==> config.mk <==
export PLATFORM = sky130hd
export DESIGN_NAME = multiplexed_bcd_seven_segment_driver
export DESIGN_NICKNAME = d
export VERILOG_FILES = /design/src/design/mbssd_pkg.sv /design/src/design/multiplexed_bcd_seven_segment_driver.sv
export SDC_FILE = /design/constraint.sdc
export NUM_CORES = 1
export LEC_CHECK = 0
export CORE_ASPECT_RATIO = 2
export CORE_MARGIN = 2
export CORE_UTILIZATION = 30
export CTS_BUF_LIST = sky130_fd_sc_hd__clkbuf_4
export DETAILED_ROUTE_END_ITERATION = 6
export DONT_BUFFER_PORTS = 1
export REMOVE_ABC_BUFFERS = 1
export SETUP_SLACK_MARGIN = 0.5
export SYNTH_ARGS = -nofsm -noshare
export SYNTH_HDL_FRONTEND = slang
export SYNTH_SLANG_ARGS = --single-unit
==> constraint.sdc <==
create_clock -name aclk -period 8.2 [get_ports aclk]
set_input_delay 0.82 -clock aclk [delete_from_list [all_inputs] [get_ports aclk]]
set_output_delay 0.82 -clock aclk [all_outputs]
set_load 0.03 [all_outputs]
==> src/design/mbssd_pkg.sv <==
// Shared types and constants for the multiplexed BCD seven-segment driver.
// Holds the digit position type, reciprocal constants and the segment decode.
// No dependencies.
package mbssd_pkg;

    typedef enum logic [1:0] {
        POS_THOUSANDS = 2'd0,
        POS_HUNDREDS  = 2'd1,
        POS_TENS      = 2'd2,
        POS_ONES      = 2'd3
    } pos_t;

    localparam int unsigned VALUE_W = 14;
    localparam int unsigned SEG_W   = 8;
    localparam int unsigned EN_W    = 4;

    localparam logic [VALUE_W-1:0] MAX_SHOWN = 14'd9999;

    // Reciprocals for exact constant division over 0..9999
    localparam logic [13:0] RECIP_1000 = 14'd8389;  // shift 23
    localparam logic [12:0] RECIP_100  = 13'd5243;  // shift 19
    localparam logic [12:0] RECIP_10   = 13'd6554;  // shift 16

    localparam logic [EN_W-1:0]  EN_ALL_OFF = 4'hF;
    localparam logic [SEG_W-1:0] SEG_BLANK  = 8'h00;

    // Segment pattern, bit6 = a down to bit0 = g, decimal point off
    function automatic logic [SEG_W-1:0] seg_decode(input logic [3:0] digit);
        logic [SEG_W-1:0] seg;
        case (digit)
            4'd0:    seg = 8'h7E;
            4'd1:    seg = 8'h30;
            4'd2:    seg = 8'h6D;
            4'd3:    seg = 8'h79;
            4'd4:    seg = 8'h33;
            4'd5:    seg = 8'h5B;
            4'd6:    seg = 8'h5F;
            4'd7:    seg = 8'h70;
            4'd8:    seg = 8'h7F;
            4'd9:    seg = 8'h7B;
            default: seg = SEG_BLANK;
        endcase
        return seg;
    endfunction

endpackage

==> src/design/multiplexed_bcd_seven_segment_driver.sv <==
// Multiplexed four-digit seven-segment driver with BCD split and blanking.
// Top level; depends on mbssd_pkg.
//
// Usage:
//   Each transaction on the s_ channel is one refresh tick carrying a binary
//   value (s_tdata[13:0]). Values above 9999 are shown as 9999. A position
//   counter steps thousands, hundreds, tens, ones and wraps; every input
//   transaction yields exactly one m_ transaction for the current position:
//   the segment pattern, the active-low anode enables, the position and a
//   blank flag (m_tuser). Suppressed leading zeros drive segments 0 and all
//   anodes off; the ones digit is always shown.
//   Two registers lie between input and result: the first holds the
//   quotient picked for the position, the second the decoded result. One
//   transaction is accepted every cycle while the output is taken.
//   Reset clears the position counter to thousands and empties both stages.
//   When m_tready is low the result holds; one more item may enter the first
//   stage, then s_tready drops until the output drains.
module multiplexed_bcd_seven_segment_driver
    import mbssd_pkg::*;
(
    input  logic        aclk,
    input  logic        aresetn,
    input  logic        s_tvalid,
    output logic        s_tready,
    input  logic [15:0] s_tdata,   // [13:0] value, [15:14] zero
    output logic        m_tvalid,
    input  logic        m_tready,
    output logic [15:0] m_tdata,   // [7:0] segment_bits, [11:8] digit_enables,
                                   // [13:12] digit_position, [15:14] zero
    output logic        m_tuser    // [0] blanked
);

    pos_t               pos_reg;
    logic               p1_valid_reg;
    logic [VALUE_W-1:0] p1_quot_reg;
    logic               p1_show_reg;
    pos_t               p1_pos_reg;
    logic               m_valid_reg;
    logic [SEG_W-1:0]   m_seg_reg;
    logic [EN_W-1:0]    m_en_reg;
    pos_t               m_pos_reg;
    logic               m_blank_reg;

    logic               out_ready;
    logic               p1_ready;
    logic               s_accept;
    logic [VALUE_W-1:0] value_sat;
    logic [27:0]        prod_1000;
    logic [26:0]        prod_100;
    logic [26:0]        prod_10;
    logic [VALUE_W-1:0] quot_next;
    logic               show_next;
    logic [26:0]        prod_mod;
    logic [9:0]         quot_tail;
    logic [VALUE_W-1:0] digit_wide;
    logic [3:0]         digit;
    logic [SEG_W-1:0]   seg_next;
    logic [EN_W-1:0]    en_next;

    assign out_ready = !m_valid_reg || m_tready;
    assign p1_ready  = !p1_valid_reg || out_ready;
    assign s_tready  = p1_ready;
    assign s_accept  = s_tvalid && p1_ready;

    // Stage one: saturate and pick the quotient for the current position
    always_comb begin
        value_sat = (s_tdata[VALUE_W-1:0] > MAX_SHOWN) ? MAX_SHOWN : s_tdata[VALUE_W-1:0];
        prod_1000 = 28'(value_sat) * 28'(RECIP_1000);
        prod_100  = 27'(value_sat) * 27'(RECIP_100);
        prod_10   = 27'(value_sat) * 27'(RECIP_10);
        case (pos_reg)
            POS_THOUSANDS: begin
                quot_next = 14'(prod_1000[26:23]);
                show_next = value_sat >= 14'd1000;
            end
            POS_HUNDREDS: begin
                quot_next = 14'(prod_100[25:19]);
                show_next = value_sat >= 14'd100;
            end
            POS_TENS: begin
                quot_next = 14'(prod_10[25:16]);
                show_next = value_sat >= 14'd10;
            end
            default: begin
                quot_next = value_sat;
                show_next = 1'b1;
            end
        endcase
    end

    // Stage two: low decimal digit of the quotient, then decode or blank
    always_comb begin
        prod_mod   = 27'(p1_quot_reg) * 27'(RECIP_10);
        quot_tail  = prod_mod[25:16];
        digit_wide = p1_quot_reg - (14'({quot_tail, 3'b000}) + 14'({quot_tail, 1'b0}));
        digit      = digit_wide[3:0];
        seg_next   = p1_show_reg ? seg_decode(digit) : SEG_BLANK;
        en_next    = p1_show_reg ? ~(EN_W'(1) << p1_pos_reg) : EN_ALL_OFF;
    end

    always_ff @(posedge aclk) begin
        if (!aresetn) begin
            pos_reg      <= POS_THOUSANDS;
            p1_valid_reg <= 1'b0;
            m_valid_reg  <= 1'b0;
        end else begin
            if (s_accept) begin
                pos_reg <= pos_t'(pos_reg + 2'd1);
            end
            if (p1_ready) begin
                p1_valid_reg <= s_tvalid;
            end
            if (out_ready) begin
                m_valid_reg <= p1_valid_reg;
            end
        end
    end

    // Payload registers: load when the stage advances
    always_ff @(posedge aclk) begin
        if (s_accept) begin
            p1_quot_reg <= quot_next;
            p1_show_reg <= show_next;
            p1_pos_reg  <= pos_reg;
        end
        if (out_ready && p1_valid_reg) begin
            m_seg_reg   <= seg_next;
            m_en_reg    <= en_next;
            m_pos_reg   <= p1_pos_reg;
            m_blank_reg <= !p1_show_reg;
        end
    end

    assign m_tvalid = m_valid_reg;
    assign m_tdata  = {2'b00, m_pos_reg, m_en_reg, m_seg_reg};
    assign m_tuser  = m_blank_reg;

    a_blank_dark: assert property (@(posedge aclk) disable iff (!aresetn)
        m_tvalid && m_tuser |-> m_tdata[11:8] == EN_ALL_OFF && m_tdata[7:0] == SEG_BLANK)
        else $error("blanked digit drives segments or anodes");

    a_shown_one_anode: assert property (@(posedge aclk) disable iff (!aresetn)
        m_tvalid && !m_tuser |-> $onehot(~m_tdata[11:8]) && !m_tdata[7])
        else $error("shown digit without a single active anode");

    a_ones_shown: assert property (@(posedge aclk) disable iff (!aresetn)
        m_tvalid && m_tdata[13:12] == POS_ONES |-> !m_tuser)
        else $error("ones digit blanked");

    a_anode_matches_pos: assert property (@(posedge aclk) disable iff (!aresetn)
        m_tvalid && !m_tuser |-> !m_tdata[8 + m_tdata[13:12]])
        else $error("active anode does not match digit position");

    a_pos_advance: assert property (@(posedge aclk) disable iff (!aresetn)
        s_accept |=> pos_reg == pos_t'($past(pos_reg) + 2'd1))
        else $error("position counter did not advance on accepted transaction");

endmodule

== Yosys cells after proc, flatten, opt, wreduce, memory -nomap -nowiden ==
Memory sizes are Yosys's and may differ from the RTL's. A register that Yosys moved wholly into a read port is not among the register bits.
Index checks and enable logic that the tools add are counted.

* $add $sub $neg: 3
* Multiply operators: 4
* Magnitude comparators: 4
* Equal/unequal tests: 2
* Shift-type cells: 1
* Multiplexer cells: 3
* Bitwise operators: 1
* Reductions and logical operators: 9

{| class="wikitable"
|+ Operators with widths
! operator !! count
|-
| case mux 14 bit (3 select lines) || 1
|-
| multiplier 14 x 14 -> 27 bit, second input constant || 1
|-
| multiplier 14 x 13 -> 26 bit, second input constant || 1
|-
| multiplier 14 x 12 -> 25 bit, second input constant || 1
|-
| multiplier 14 x 12 -> 18 bit, second input constant || 1
|-
| greater-or-equal comparator 14 x 10 -> 1 bit, second input constant || 1
|-
| greater-or-equal comparator 14 x 4 -> 1 bit, second input constant || 1
|-
| greater-or-equal comparator 14 x 7 -> 1 bit, second input constant || 1
|-
| greater-than comparator 14 bit, second input constant || 1
|-
| two-way mux 14 bit || 1
|-
| adder 4 bit || 1
|-
| zero test 1 bit || 4
|-
| NOT 4 bit || 1
|-
| left shift 1 x 2 -> 4 bit, first input constant || 1
|-
| subtractor 4 bit || 1
|-
| case mux 1 bit (3 select lines) || 1
|-
| adder 2 x 1 -> 2 bit, second input constant || 1
|-
| == test 2 x 1 -> 1 bit, second input constant || 1
|-
| == test 2 bit, second input constant || 1
|-
| logical AND 1 bit || 2
|-
| zero test 2 bit || 1
|-
| logical OR 1 bit || 2
|}

* Register bits after elaboration: 36
* ROM bits: 112
* Bits of input ports: 20
* Output and inout port bits: 19
* Word-level logic and storage cells: 38
* Memories: 1

{| class="wikitable"
|+ Memories
! memory !! words !! width !! rd ports !! clocked after memory_dff !! write ports !! RTL line !! RTL
|-
| (name not given) || 16 || 7 || 1 || 1 || 0 || mbssd_pkg.sv:30 || <nowiki>case (digit)</nowiki>
|}

== Longest topological paths before layout ==
* Depth in word-level cells: 4
* Gate-level depth with buffers: 27
* Gate-level depth less buffers: 25

== Worst setup path after synthesis ==
OpenSTA, ideal clock, no wires.

* Path kind: input to register
* Start: in s_tdata[5]
* End: reg p1_quot_reg[4] (data pin)
* Library setup time: 0.270 ns
* Arrival: 7.068 ns
* Data required time: 7.930 ns
* Path slack: 0.862 ns
* Stages: 25
* Buffers on the path: 2
* Cell sequence: clkbuf_1 nor4_1 nor2_1 o31ai_1 clkbuf_1 nand2_1 ha_1 inv_1 ha_1 or2_2 ha_1 fa_1 inv_1 fa_1 fa_1 inv_1 ha_1 and3_1 and3_1 and3_1 a2111oi_0 a21oi_1 a211o_1 a221oi_1 a21oi_1

* Word-level cells in the longest chain between the ends: 4
* Elaborated cells on any way between the ends: 5
* Classes of those cells: mul (2); order compare (1); mux (2)

{| class="wikitable"
|+ RTL lines
! what !! RTL line !! RTL
|-
| start, declared || multiplexed_bcd_seven_segment_driver.sv:25 || <nowiki>input logic [15:0] s_tdata,</nowiki>
|-
| greater-than comparator 14 bit || multiplexed_bcd_seven_segment_driver.sv:67 || <nowiki>value_sat = (s_tdata[VALUE_W-1:0] > MAX_SHOWN) ? MAX_SHOWN : s_tdata[VALUE_W-1:0];</nowiki>
|-
| two-way mux 14 bit * || multiplexed_bcd_seven_segment_driver.sv:67 ||
|-
| multiplier 14 x 12 -> 25 bit / multiplier 14 x 13 -> 26 bit (equally long branches) || multiplexed_bcd_seven_segment_driver.sv:70, multiplexed_bcd_seven_segment_driver.sv:69 ||
|-
| case mux 14 bit (3 select lines) * || multiplexed_bcd_seven_segment_driver.sv:71 || <nowiki>case (pos_reg)</nowiki>
|-
| named net quot_next[4] || multiplexed_bcd_seven_segment_driver.sv:51 || <nowiki>logic [VALUE_W-1:0] quot_next;</nowiki>
|-
| end signal, assigned || multiplexed_bcd_seven_segment_driver.sv:122 || <nowiki>p1_quot_reg <= quot_next;</nowiki>
|-
| end, declared || multiplexed_bcd_seven_segment_driver.sv:35 || <nowiki>logic [VALUE_W-1:0] p1_quot_reg;</nowiki>
|}

The timed path passes the listed nets; every way through them passes the cells marked *.
A chain may end at the register's enable or synchronous reset.

== Worst setup path after layout ==
* Start: reg p1_quot_reg[7]
* End: reg m_seg_reg[1] (data pin)

* Word-level cells in the longest chain between the ends: 3

{| class="wikitable"
|+ RTL lines
! what !! RTL line !! RTL
|-
| multiplier 14 x 12 -> 18 bit || multiplexed_bcd_seven_segment_driver.sv:93 || <nowiki>prod_mod = 27'(p1_quot_reg) * 27'(RECIP_10);</nowiki>
|-
| adder 4 bit || multiplexed_bcd_seven_segment_driver.sv:95 || <nowiki>digit_wide = p1_quot_reg - (14'({quot_tail, 3'b000}) + 14'({quot_tail, 1'b0}));</nowiki>
|-
| subtractor 4 bit || multiplexed_bcd_seven_segment_driver.sv:95 ||
|-
| end, declared || multiplexed_bcd_seven_segment_driver.sv:39 || <nowiki>logic [SEG_W-1:0] m_seg_reg;</nowiki>
|}

Every way passes these cells.

==> flow_metrics.py <==
metrics = {
    "floorplan": {
        "die_area_um2": 42100,
        "rows": 104,
        "io_pins": 39,
        "core_um2": 40100,
        "start_util_pct": 30.2,
        "die_w_um": 146,
        "fp.dieH_um": 288,
    },
    "clock_tree": {
        "cts_hold_buf": 0,
        "htree_num_levels": 2,
        "root_buffer": "clkbuf_4",
        "tritoncts": "built",
        "cts_buffers": 5,
        "insertion_delay_ns": 0.36,
        "cts_buffer_depth": 2,
        "cts.sinks": 35,
        "path_clk_slew_ns": 0.12,
    },
    "cells_and_area": {
        "area_delta_synth_final_pct": 7.18,
        "fill_cells": 4286,
        "post-route-util_pct": 32.4,
        "fin_nets": 1807,
        "drive_above_1_share_pct": 4.23,
        "seqCellArea_um2": 1010,
        "largest_reg_flops": 14,
        "final_area_um2": 13000,
        "multi_input_comb_area_um2": 9640,
    },
    "yosys": {
        "yosys_warnings": 0,
        "synth-simple-area-share_pct": 8.67,
        "ys_top_cells_by_area": "ha_1 (32%), fa_1 (26%), inv_1 (11%), edfxtp_1 (7.7%), xnor2_1 (2.5%)",
        "synth.area.mux_share_pct": 0.269,
        "synth_compound_area_share_pct": 8.85,
        "ys_ff_latch": 35,
        "yosysTopAreaCell": "ha_1",
        "syn-cell-area_um2": 12100,
        "synth_top_family_by_area": "adder cells",
        "postSynthCellCount": 1303,
        "ys_async_sr_fraction_pct": 0,
        "yosysSeqAreaShare_pct": 8.35,
        "ys.flop_type": "edfxtp_1",
        "synth.top_cell.area_share_pct": 31.5,
        "yosys.cell_count.top_type": "inv_1",
        "synthAdderAreaFrac_pct": 58.0,
        "avgSynthCellArea_um2": 9.29,
        "synthDistinctLibCells": 69,
        "synth_edf_count": 31,
        "synth-xor-area-share_pct": 3.66,
        "ys_top_cells_by_count": "inv_1 (369), ha_1 (305), fa_1 (160)",
    },
    "detailed_routing": {
        "viasPerCell": 4.89,
        "dr.pass1.iters": 5,
        "drtAntennaViolNets": 0,
        "wl_per_cell_um": 19.6,
        "first_iter_violations": 361,
        "postRouteWirelength_um": 36200,
        "vias": 9064,
        "drc": 0,
    },
    "global_route": {
        "antenna_found_initial": 2,
        "grt_pass1_vias": 10134,
        "track_usage_pct": 17.5,
        "grt_pass1_wl_um": 55400,
        "grt_max_degree": 20,
        "grt.overflow.total": 0,
    },
    "placed_design": {
        "hpwl_um": 32300,
        "place.gp.congestion": 0.944,
        "portBuffers": 0,
        "postPlaceCellArea_um2": 12800,
    },
    "critical_path": {
        "cp.required_ns": 8.33,
        "end_kind": "flop",
        "critPathArrivalTime_ns": 7.52,
        "crit_type": "reg2reg",
        "critical_path.max_fanout": 7,
        "startpoint_type": "flop",
    },
    "timing": {
        "hold_viol": 0,
        "tns_ns": 0,
        "fin_crit_ns": 7.39,
        "slew_violations": 0,
        "relSlewSlack_pct": 23.0,
        "rsz0062_at_grt": "no",
        "final.setup_skew_ns": 0.0103,
        "fmax_mhz": 135,
        "worst_pin_slew_ns": 1.15,
        "setup_violations": 0,
        "period_share_pct": 90.1,
    },
    "worst_hold_path": {
        "hold_path_class": "reg2reg",
    },
    "status": {
        "outcome": "complete, no violations",
    },
    "job": {
        "maxCapViolations": 0,
    },
}
[timing repair]
item / in CTS / in global routing
gates resized for setup: 0 / 1
buffers inserted: 0 / 9
endpoints found under the setup margin: 0 / 7
[per-stage QoR]
stage	hold slack [ns]	std cells	worst slack, ns
2_1_floorplan	0.460	1286	0.795
3_3_place_gp	0.486	1836	0.688
3_5_place_dp	0.508	1836	0.596
4_1_cts	0.536	1844	0.586
5_1_grt	0.550	1854	0.547
6_report	0.526	1854	0.813
[final cells by class]
type | count | share of cell area, %
antenna | 1 | 0.0193
clock buffer | 6 | 0.347
clock inverter | 2 | 0.0964
inverter | 370 | 10.7
multi-input combinational | 881 | 74.3
sequential | 35 | 7.79
tap | 530 | 5.11
timing repair buffer | 29 | 1.68
[worst max-delay path: stages, from the launching register on]
cell and delay, ns:
edfxtp_1 0.52, ha_1 0.39, inv_1 0.07, fa_1 0.48
inv_1 0.07, fa_1 0.51, fa_1 0.54, fa_1 0.54
ha_1 0.26, or4_1 0.50, a221o_1 0.38, o2111ai_2 0.23
nand2_1 0.07, nor2_1 0.10, nor2_1 0.07, ha_1 0.32
or3b_2 0.47, nand3b_1 0.13, nor3_1 0.07, or4_4 0.51
a211o_1 0.33, and2_1 0.25, nor3b_1 0.16, o21a_1 0.18
[routing by layer]
layer	vias up	routed length (µm)	GRT usage [%]
li1	4245	-	-
met1	4497	10500	14.5
met2	211	21400	37.3
met3	111	1020	1.37
met4	0	3260	12.6
met5	-	0	0
[kinds of logic (layout without fill, tap and decap cells)]
logic type | Yosys count | in the layout
buffers and inverters | 389 | 407
DFF | 35 | 35
adders and majority gates | 465 | 465
AOI/OAI and AO/OA | 159 | 159
muxes | 3 | 3
and+or+nand+nor | 202 | 202
other | 1 | 4
xor gates and xnor gates | 49 | 49
[placed cells by master, fill, tap and decap left out, types with 7 or more instances in the layout]
master and count:
edfxtp_1 31, fa_1 160, and3_1 12, nand2_1 54, or2_2 10, a21o_1 11
nor2b_1 12, xor2_1 14, a21oi_1 42, ha_1 305, nor2_1 34, a211oi_1 7
xnor2_1 34, and2_1 8, inv_1 369, o21a_1 12, nand2b_1 10, buf_4 29
nand3_1 17, nor3_1 10, o21ai_0 27
[worst paths after layout]
path,from,to,slack (ns),cells past startpoint
min,p1_valid_reg,m_tvalid,0.53,1
min reg2reg,p1_valid_reg,m_tvalid,0.53,1
max reg2reg,p1_quot_reg[7],m_seg_reg[1],0.81,23
max,p1_quot_reg[7],m_seg_reg[1],0.81,23
Power is not shown: default switching activity piles up to over one toggle a cycle in this logic, so the estimate is an artifact.
